--- config.mk ---
export PLATFORM = sky130hd
export DESIGN_NAME = waveform_window_charge_peak
export DESIGN_NICKNAME = d
export VERILOG_FILES = /design/src/wwcp_pkg.sv /design/src/wwcp_regs.sv /design/src/waveform_window_charge_peak.sv
export SDC_FILE = /design/constraint.sdc
export NUM_CORES = 1
export LEC_CHECK = 0
export BUFFER_PORTS_ARGS = -buffer_cell sky130_fd_sc_hd__buf_4
export CORE_MARGIN = 3
export CORE_UTILIZATION = 40
export CTS_CLUSTER_DIAMETER = 150
export DETAILED_ROUTE_END_ITERATION = 8
export GPL_TIMING_DRIVEN = 0
export PLACE_DENSITY = 0.62
export SLEW_MARGIN = 20
export SYNTH_ARGS = -nofsm -noshare
export SYNTH_HDL_FRONTEND = slang
export SYNTH_SLANG_ARGS = --single-unit
export TNS_END_PERCENT = 100
--- constraint.sdc ---
create_clock -name i_clk -period 5.2 [get_ports i_clk]
set_input_delay 1.04 -clock i_clk [delete_from_list [all_inputs] [get_ports i_clk]]
set_output_delay 1.04 -clock i_clk [all_outputs]
set_load 0.02 [all_outputs]
--- src/wwcp_pkg.sv ---
// Shared types and constants for the waveform window charge and peak block.
package wwcp_pkg;

    // Longest waveform the sample counter tracks; later samples fall in no window
    localparam int unsigned MAX_SAMPLES = 32768;
    localparam int unsigned IDX_W       = $clog2(MAX_SAMPLES + 1);

    // Register file geometry
    localparam int unsigned WIN_W  = 15;
    localparam int unsigned ADDR_W = 4;
    localparam int unsigned DATA_W = 32;

    // Datapath widths
    localparam int unsigned SAMPLE_W = 16;
    localparam int unsigned CHAN_W   = 4;
    localparam int unsigned SUM_W    = 31;

    // Register indexes (byte address / 4)
    typedef enum logic [1:0] {
        REG_SIGNAL_START   = 2'd0,
        REG_SIGNAL_END     = 2'd1,
        REG_BASELINE_START = 2'd2,
        REG_BASELINE_END   = 2'd3
    } t_reg_idx;

    // Window bounds handed from the register file to the datapath
    typedef struct packed {
        logic [WIN_W-1:0] sig_lo;
        logic [WIN_W-1:0] sig_hi;
        logic [WIN_W-1:0] base_lo;
        logic [WIN_W-1:0] base_hi;
    } t_windows;

endpackage

--- src/wwcp_regs.sv ---
// APB register file holding the four window bounds.
module wwcp_regs (
    input  logic                                i_clk,
    input  logic                                i_rst_n,
    input  logic                                psel,
    input  logic                                penable,
    input  logic                                pwrite,
    input  logic [wwcp_pkg::ADDR_W-1:0]         paddr,
    input  logic [wwcp_pkg::DATA_W-1:0]         pwdata,
    output logic [wwcp_pkg::DATA_W-1:0]         prdata,
    output logic                                pready,
    output wwcp_pkg::t_windows                  o_windows
);

    wwcp_pkg::t_windows              r_win;
    wwcp_pkg::t_reg_idx              reg_idx;
    logic                            wr_en;
    logic [wwcp_pkg::WIN_W-1:0]      wr_val;
    logic [wwcp_pkg::WIN_W-1:0]      rd_val;

    assign pready  = 1'b1;
    assign reg_idx = wwcp_pkg::t_reg_idx'(paddr[3:2]);
    assign wr_en   = psel && penable && pwrite;
    // upper data bits are ignored
    assign wr_val  = pwdata[wwcp_pkg::WIN_W-1:0];

    // register writes
    always_ff @(posedge i_clk) begin
        if (!i_rst_n) begin
            r_win <= '0;
        end else if (wr_en) begin
            case (reg_idx)
                wwcp_pkg::REG_SIGNAL_START:   r_win.sig_lo  <= wr_val;
                wwcp_pkg::REG_SIGNAL_END:     r_win.sig_hi  <= wr_val;
                wwcp_pkg::REG_BASELINE_START: r_win.base_lo <= wr_val;
                wwcp_pkg::REG_BASELINE_END:   r_win.base_hi <= wr_val;
                default: ;
            endcase
        end
    end

    // read mux
    always_comb begin
        case (reg_idx)
            wwcp_pkg::REG_SIGNAL_START:   rd_val = r_win.sig_lo;
            wwcp_pkg::REG_SIGNAL_END:     rd_val = r_win.sig_hi;
            wwcp_pkg::REG_BASELINE_START: rd_val = r_win.base_lo;
            wwcp_pkg::REG_BASELINE_END:   rd_val = r_win.base_hi;
            default:                      rd_val = '0;
        endcase
    end

    assign prdata    = {{(wwcp_pkg::DATA_W - wwcp_pkg::WIN_W){1'b0}}, rd_val};
    assign o_windows = r_win;

endmodule

--- src/waveform_window_charge_peak.sv ---
// Top level: per-channel window charge integral and peak of a digitizer waveform.
//
// Input channel: one signed 16-bit sample per item with its channel tag and a
// last-sample flag, handshaked by i_valid / o_stall. Samples are numbered from
// 0 within each waveform. Output channel: one result item per waveform
// (channel tag, signal sum, baseline sum, peak, peak_found) on o_valid / i_stall.
// The user sets window bounds over the APB port while idle; no check in the block.
//
// Throughput, but for a stalled last sample, is one sample per cycle: the window
// compares and the two 31-bit accumulator adds sit between the accepted sample
// and the state registers. A result is registered in the cycle after its last
// sample is accepted; while it waits in the output register, ordinary samples
// are still taken and only a further last sample is stalled until the output
// drains. Reset clears the window registers, accumulators and output valid.
module waveform_window_charge_peak (
    input  logic                                 i_clk,
    input  logic                                 i_rst_n,
    // sample input
    input  logic                                 i_valid,
    output logic                                 o_stall,
    input  logic signed [wwcp_pkg::SAMPLE_W-1:0] i_sample,
    input  logic        [wwcp_pkg::CHAN_W-1:0]   i_channel,
    input  logic                                 i_last_sample,
    // result output
    output logic                                 o_valid,
    input  logic                                 i_stall,
    output logic        [wwcp_pkg::CHAN_W-1:0]   o_channel_out,
    output logic signed [wwcp_pkg::SUM_W-1:0]    o_signal_sum,
    output logic signed [wwcp_pkg::SUM_W-1:0]    o_baseline_sum,
    output logic signed [wwcp_pkg::SAMPLE_W-1:0] o_peak,
    output logic                                 o_peak_found,
    // configuration
    input  logic                                 psel,
    input  logic                                 penable,
    input  logic                                 pwrite,
    input  logic [wwcp_pkg::ADDR_W-1:0]          paddr,
    input  logic [wwcp_pkg::DATA_W-1:0]          pwdata,
    output logic [wwcp_pkg::DATA_W-1:0]          prdata,
    output logic                                 pready
);

    localparam logic [wwcp_pkg::IDX_W-1:0] IdxMax = wwcp_pkg::IDX_W'(wwcp_pkg::MAX_SAMPLES);

    wwcp_pkg::t_windows win;

    // waveform state
    logic        [wwcp_pkg::IDX_W-1:0]    r_index,    n_index;
    logic signed [wwcp_pkg::SUM_W-1:0]    r_sig_acc,  n_sig_acc;
    logic signed [wwcp_pkg::SUM_W-1:0]    r_base_acc, n_base_acc;
    logic signed [wwcp_pkg::SAMPLE_W-1:0] r_peak,     n_peak;
    logic                                 r_peak_seen, n_peak_seen;

    // output register
    logic                                 r_out_valid;
    logic        [wwcp_pkg::CHAN_W-1:0]   r_out_chan;
    logic signed [wwcp_pkg::SUM_W-1:0]    r_out_sig;
    logic signed [wwcp_pkg::SUM_W-1:0]    r_out_base;
    logic signed [wwcp_pkg::SAMPLE_W-1:0] r_out_peak;
    logic                                 r_out_found;

    logic accept, accept_last;
    logic in_range, in_sig, in_base, in_peak, take_peak;
    logic signed [wwcp_pkg::SUM_W-1:0] sample_ext;

    wwcp_regs u_regs (
        .i_clk     (i_clk),
        .i_rst_n   (i_rst_n),
        .psel      (psel),
        .penable   (penable),
        .pwrite    (pwrite),
        .paddr     (paddr),
        .pwdata    (pwdata),
        .prdata    (prdata),
        .pready    (pready),
        .o_windows (win)
    );

    // a last sample waits only while a result is held by the receiver
    assign o_stall     = r_out_valid && i_stall && i_last_sample;
    assign accept      = i_valid && !o_stall;
    assign accept_last = accept && i_last_sample;

    // window membership of the current sample index
    assign in_range = r_index < IdxMax;
    assign in_sig   = in_range
                   && (r_index >= {1'b0, win.sig_lo})
                   && (r_index <  {1'b0, win.sig_hi});
    assign in_base  = in_range
                   && (r_index >= {1'b0, win.base_lo})
                   && (r_index <  {1'b0, win.base_hi});
    assign in_peak  = in_range
                   && (r_index >= {1'b0, win.sig_lo})
                   && (r_index <= {1'b0, win.sig_hi});
    // strict compare keeps the first maximum
    assign take_peak = in_peak && (!r_peak_seen || (i_sample > r_peak));

    assign sample_ext = wwcp_pkg::SUM_W'(i_sample);

    // state update for the accepted sample
    always_comb begin
        n_index     = in_range ? r_index + 1'b1 : r_index;
        n_sig_acc   = in_sig  ? r_sig_acc  + sample_ext : r_sig_acc;
        n_base_acc  = in_base ? r_base_acc + sample_ext : r_base_acc;
        n_peak      = take_peak ? i_sample : r_peak;
        n_peak_seen = r_peak_seen || in_peak;
    end

    always_ff @(posedge i_clk) begin
        if (!i_rst_n || accept_last) begin
            r_index     <= '0;
            r_sig_acc   <= '0;
            r_base_acc  <= '0;
            r_peak      <= '0;
            r_peak_seen <= 1'b0;
        end else if (accept) begin
            r_index     <= n_index;
            r_sig_acc   <= n_sig_acc;
            r_base_acc  <= n_base_acc;
            r_peak      <= n_peak;
            r_peak_seen <= n_peak_seen;
        end
    end

    // result register: valid control
    always_ff @(posedge i_clk) begin
        if (!i_rst_n) begin
            r_out_valid <= 1'b0;
        end else if (accept_last) begin
            r_out_valid <= 1'b1;
        end else if (!i_stall) begin
            r_out_valid <= 1'b0;
        end
    end

    // result register: payload
    always_ff @(posedge i_clk) begin
        if (accept_last) begin
            r_out_chan  <= i_channel;
            r_out_sig   <= n_sig_acc;
            r_out_base  <= n_base_acc;
            r_out_peak  <= n_peak_seen ? n_peak : '0;
            r_out_found <= n_peak_seen;
        end
    end

    assign o_valid        = r_out_valid;
    assign o_channel_out  = r_out_chan;
    assign o_signal_sum   = r_out_sig;
    assign o_baseline_sum = r_out_base;
    assign o_peak         = r_out_peak;
    assign o_peak_found   = r_out_found;

    // a finished waveform always lands in the output register
    a_last_gives_result: assert property (@(posedge i_clk) disable iff (!i_rst_n)
        accept_last |=> r_out_valid)
        else $error("last sample accepted without a result");

    // a finished waveform restarts sample numbering
    a_last_clears_index: assert property (@(posedge i_clk) disable iff (!i_rst_n)
        accept_last |=> (r_index == '0) && !r_peak_seen)
        else $error("waveform state not cleared after last sample");

    // sample counter saturates at the waveform limit
    a_index_bounded: assert property (@(posedge i_clk) disable iff (!i_rst_n)
        r_index <= IdxMax)
        else $error("sample index beyond limit");

    // no peak found means a zero peak
    a_peak_zero: assert property (@(posedge i_clk) disable iff (!i_rst_n)
        (r_out_valid && !r_out_found) |-> (r_out_peak == '0))
        else $error("peak reported without a sample in the window");

    // a waiting result is never overwritten
    a_no_overwrite: assert property (@(posedge i_clk) disable iff (!i_rst_n)
        (r_out_valid && i_stall) |-> !accept_last)
        else $error("result overwritten while stalled");

endmodule
**After elaboration in Yosys (flattened, before gate mapping)**

Index checks and enable logic that the tools add are counted.

- Flip-flop bits (word level): 239
- Output and inout port bits: 118
- Logic and storage cells: 59

- Add/subtract/negate cells: 3
- $lt $le $gt $ge: 7
- Equal/unequal tests: 4
- Multiplexer cells: 6
- Reductions and logical operators: 24

Operators with widths:

| operator | number |
|---|---|
| 31-bit by 16-bit adder with 31-bit output | 2 |
| 31-bit two-way mux | 2 |
| 15-bit case mux with 4 select lines | 1 |
| 16-bit by 15-bit greater-or-equal comparator with 1-bit output | 2 |
| 16-bit by 15-bit < comparator with 1-bit output | 2 |
| 16-bit by 1-bit adder with 16-bit output, second input constant | 1 |
| 16-bit > comparator | 1 |
| 16-bit by 15-bit <= comparator with 1-bit output | 1 |
| 16-bit < comparator, second input constant | 1 |
| 16-bit two-way mux | 1 |
| 1-bit logical AND | 12 |
| 2-bit AND reduction | 5 |
| 2-bit == test, second input constant | 2 |
| 1-bit zero test | 3 |
| 1-bit logical OR | 3 |
| 2-bit by 1-bit == test with 1-bit output, second input constant | 1 |
| 2-bit zero test | 1 |
| 1-bit two-way mux | 2 |
| 2-bit by 1-bit != test with 1-bit output, second input constant | 1 |

**Longest topological paths before layout**

- Depth in word-level cells: 6
- Depth in mapped cells: 14
- Gate-level depth less buffers: 13

**Hierarchy**

A second synthesis with hierarchy kept.

- Cell total of the unflattened synthesis: 1570
- Area total of the unflattened synthesis: 14796.7 um2

Modules (own cells, without submodules):

| module | instances | cells each | area an instance (um2) | sequential area each (um2) |
|---|---|---|---|---|
| waveform_window_charge_peak | 1 | 1315 | 12039.0 | 4414.2 |
| wwcp_regs | 1 | 255 | 2757.6 | 1201.2 |

**Least setup slack after synthesis**

OpenSTA, ideal clock, no wires.

- Kind: input to register
- Start: input port i_stall
- End: register r_index[11] (netlist bit)
- Setup time: 128 ps
- Data arrival time: 4271 ps
- Data required time: 5072 ps
- Path slack: 802 ps
- Cell stages on the path: 7
- Buffers on the path: 3
- Path through: nand3_1 and3_1 nand2b_1 buf_2 buf_1 buf_1 nor2_1

- Longest elaborated chain between the ends: 6
- Elaborated cells on any way between the ends: 7

RTL lines:

| element | line | text |
|---|---|---|
| start: declaration | waveform_window_charge_peak.sv:26 | `input logic i_stall,` |
| 1-bit logical AND (2 in series) | waveform_window_charge_peak.sv:79 | `assign o_stall = r_out_valid && i_stall && i_last_sample;` |
| 1-bit zero test | waveform_window_charge_peak.sv:80 | `assign accept = i_valid && !o_stall;` |
| 1-bit logical AND | waveform_window_charge_peak.sv:80 |  |
| 1-bit logical AND | waveform_window_charge_peak.sv:81 | `assign accept_last = accept && i_last_sample;` |
| named net accept_last | waveform_window_charge_peak.sv:61 | `logic accept, accept_last;` |
| 1-bit logical OR | waveform_window_charge_peak.sv:109 | `if (!i_rst_n \|\| accept_last) begin` |
| end signal: assignment | waveform_window_charge_peak.sv:116 | `r_index <= n_index;` |
| end: declaration | waveform_window_charge_peak.sv:47 | `logic [wwcp_pkg::IDX_W-1:0] r_index, n_index;` |

The timed path passes the listed nets, and every way through them passes these cells.
A chain may end at the register's enable or synchronous reset.

**Worst setup path after layout**

- Start: input port paddr[2] (netlist bit)
- End: output port prdata[11] (netlist bit)

- Longest elaborated chain between the ends: 2
- Elaborated cells on any way between the ends: 5

RTL lines:

| element | line | text |
|---|---|---|
| start: declaration | waveform_window_charge_peak.sv:36 | `input logic [wwcp_pkg::ADDR_W-1:0] paddr,` |
| 2-bit == test (tied with other cells) | wwcp_regs.sv:44 | `case (reg_idx)` |
| 15-bit case mux with 4 select lines * | wwcp_regs.sv:44 |  |
| end: declaration | waveform_window_charge_peak.sv:38 | `output logic [wwcp_pkg::DATA_W-1:0] prdata,` |

Mark *: on every way between the ends. The rest lies on a longest branch, timed or not.

==> key figures <==
Cells and area
  • Layout Utilization: 0.486
  • Net count reported at finish: roughly 2000
  • Layout area overhead: 18.7%
  • Sequential cell area: between 5000 and 6000 um2
  • Area of the multi-input gates: between 8000 and 9000 um2
  • Fillers: between 3000 and 4000
  • Share of layout cells above drive strength 1: 0.166
  • Antenna diodes: 0

Placed design
  • # port buffers: 143
  • Gp weighted congestion: between 0.9 and 1
  • Hpwl dp: around 30000 um

STA
  • Clock skew: 0.0163 ns
  • Final hold violations: 0
  • Final min period: about 4.2 ns
  • Final setup viols: 0
  • FMAX: ~240 MHz
  • Slew headroom: 0.368
  • Slew Limit Fails: 0
  • Setup TNS: 0 ns
  • RSZ-0062 raised after global routing: false
  • Slew @ Worst Pin: approximately 0.95 ns
  • Final period utilization: 0.811

Setup path
  • Critical path peak fanout: 10
  • WP data arrival: 3.18 ns
  • Setup crit end kind: primary output
  • Worst setup SP type: input port
  • Critical Path RT: 4.16 ns
  • Crit path launch: paddr[2]
  • Critical R2R Launch: r_index[0]
  • R2R depth: 13
  • R2R Path End: o_signal_sum[13]
  • Critical Setup Path Class: input port to primary output
  • Reg2Reg Setup Slack: roughly 1.4 ns

Clock network
  • CTS hold repair buffers: 0
  • Worst-skew pair later-pin latency: roughly 0.56 ns
  • Clock transition at the registers of the reported paths: 0.06 ns
  • Post-CTS Resized: 0
  • Clock sinks: ~240
  • Post-CTS Setup Inserts: 0
  • # H-tree levels: 1
  • CTS tree: done
  • Clock root buffer: clkbuf_16
  • CTS Buf Count: 29
  • CTS Buffer Depth: 3

Global routing
  • Vias in the first global route: between 10000 and 15000
  • Initial antenna violation count: 0
  • All-layer global routing usage: 0.196
  • Largest net degree at the start of global routing: 54
  • Grt ovf: 0
  • First-pass GRT wire length: slightly above 60000 um

Worst hold path
  • Hold Path Class: flip-flop to flip-flop
  • Hold Crit Depth: 2
  • Worst hold start: r_sig_acc[0]
  • Endpoint, Worst Hold: r_sig_acc[0]

Yosys
  • Top-count cell post-synth: nand2_1
  • Post-synthesis sequential area ratio: 0.381
  • Area contributors post-synth: dfxtp_1, edfxtp_1, ha_1
  • Ys flop type: dfxtp_1
  • Yosys top cell by area: dfxtp_1
  • Mapped Cells: 1596
  • Synth warnings: 0
  • Avg Cell Area, Syn: between 9 and 10 um2
  • Library cells used by synthesis: 73
  • Mapped Area: 14800 um2
  • Synth top area share: 0.212
  • Number of flops mapped to enable cells by yosys: 83
  • Asr flop ratio synth: 0
  • Flop and latch count out of synthesis: 239
  • Synth cell count leaders: nand2_1, dfxtp_1, ha_1

Drt
  • Avg WL per Cell: roughly 17 um
  • Routed vias/inst: 5.36
  • Post-route DRC: 0
  • Vias post-DR: between 10000 and 15000
  • 1st-iter DRT viols: 587
  • Drt total wl: roughly 39000 um
  • ANT nets after route: 0
  • Initial DRT Pass Iterations: 5

Floorplanning
  • Die area: just under 40000 um2
  • I/O pins: 182
  • Initial Util: 0.410
  • Die H: 198 um
  • Core Footprint: 36000 um2
  • Rows: slightly below 70
  • Die Wd: 198 um

Outcome
  • Run status: completed

Power
  • Maximum vdd drop: around 190 uV
  • Lkg Pwr: between 0.007 and 0.008 uW
  • PwrDens: 299 nW/um2

Job
  • Max_cap viols: 0
-- cell type report --
type                       instances  area share
tap                              461      0.0329
buffer                            96      0.0254
multi-input combinational       1176       0.479
clock inverter                    13     0.00858
sequential                       239       0.321
clock buffer                      40      0.0492
inverter                         101      0.0217
timing repair buffer             144      0.0629
-- flip-flops by register name (all words and copies together) (netlist names) --
signal / cells
o_baseline_sum: 31
o_channel_out: 4
o_peak: 16
o_peak_found: 1
o_signal_sum: 31
o_valid: 1
r_base_acc: 31
r_index: 16
r_peak: 16
r_peak_seen: 1
r_sig_acc: 31
u_regs.o_windows: 60
-- where the power goes --
| part | total (uW) | switching (uW) | internal [uW] |
|---|---|---|---|
| registers | 2090 | 42.8 | 2050 |
| logic | 1020 | 620 | 399 |
| clock network | 2120 | 818 | 1300 |
-- worst max-delay path by stage --
stage / endpoint / slack [ns] / depth (start not counted)
final: prdata[11] / 0.98 / 5
after global routing: prdata[8] / 0.78 / 5
after CTS: prdata[8] / 0.93 / 5
after detailed placement: o_signal_sum[30] / 0.71 / 14
after global placement: r_base_acc[29] / -1.08 / 8
after floorplan: r_index[11] / 0.80 / 7
-- worst max-delay path, cell delays in order --
cell and delay, ns:
buf_4 0.09, clkbuf_1 0.51, buf_1 0.72, mux4_2 0.63, buf_4 0.18
-- cell usage in the layout, fill, tap and decap left out, types with 4 or more instances in the layout --
master     count
ha_1         136
buf_1          6
xnor2_1       47
dfxtp_1      156
mux2i_1       34
buf_2         13
conb_1        18
o21ai_0       52
edfxtp_1      83
clkbuf_16     32
nor2b_1       50
nand4_1       22
a211oi_1      15
a21o_1        51
nand3_1       39
nand2b_1      13
buf_4        161
nor2_1        57
o21bai_1       9
and2_1         9
clkbuf_1      64
and3_1        16
a2111oi_0      4
xor2_1        19
a21oi_1      122
and4_1         4
nor4_1         6
a21boi_0      33
o31a_1         5
mux4_2        15
mux2_2        50
o21a_1        12
a31oi_1       11
nand2_1      225
inv_1        101
nor3_1        12
o31ai_1       33
-- metrics by stage --
step | worst slack [ns] | hold slack (ns) | power [uW] | instance area (um2) | instances
2_1_floorplan | 0.802 | 0.443 | 2820 | 14800 | 1612
3_3_place_gp | -1.08 | 0.456 | 3130 | 16500 | 2216
3_5_place_dp | 0.708 | 0.464 | 3140 | 16500 | 2217
4_1_cts | 0.930 | 0.472 | 5280 | 17500 | 2270
5_1_grt | 0.783 | 0.486 | 5470 | 17500 | 2270
6_report | 0.983 | 0.472 | 5230 | 17500 | 2270
-- layer usage --
layer	track usage	share of wire
met5	0	0
met4	0.0569	0.021
met2	0.333	0.47
met1	0.265	0.46
met3	0.0225	0.053
-- logic make-up (layout without fill, tap and decap cells) --
family	after synthesis	in the layout	synth area share
other	2	18	0.000509
AO/OA/AOI/OAI	384	384	0.170
XOR/XNOR	66	66	0.0392
multiplexers	99	99	0.0841
buffers and inverters	197	394	0.0558
AND/OR/NAND/NOR	471	471	0.152
adder cells (fa/ha/maj)	138	138	0.118
flip-flops	239	239	0.381
No activity file was read; power rests on OpenSTA's default activity.
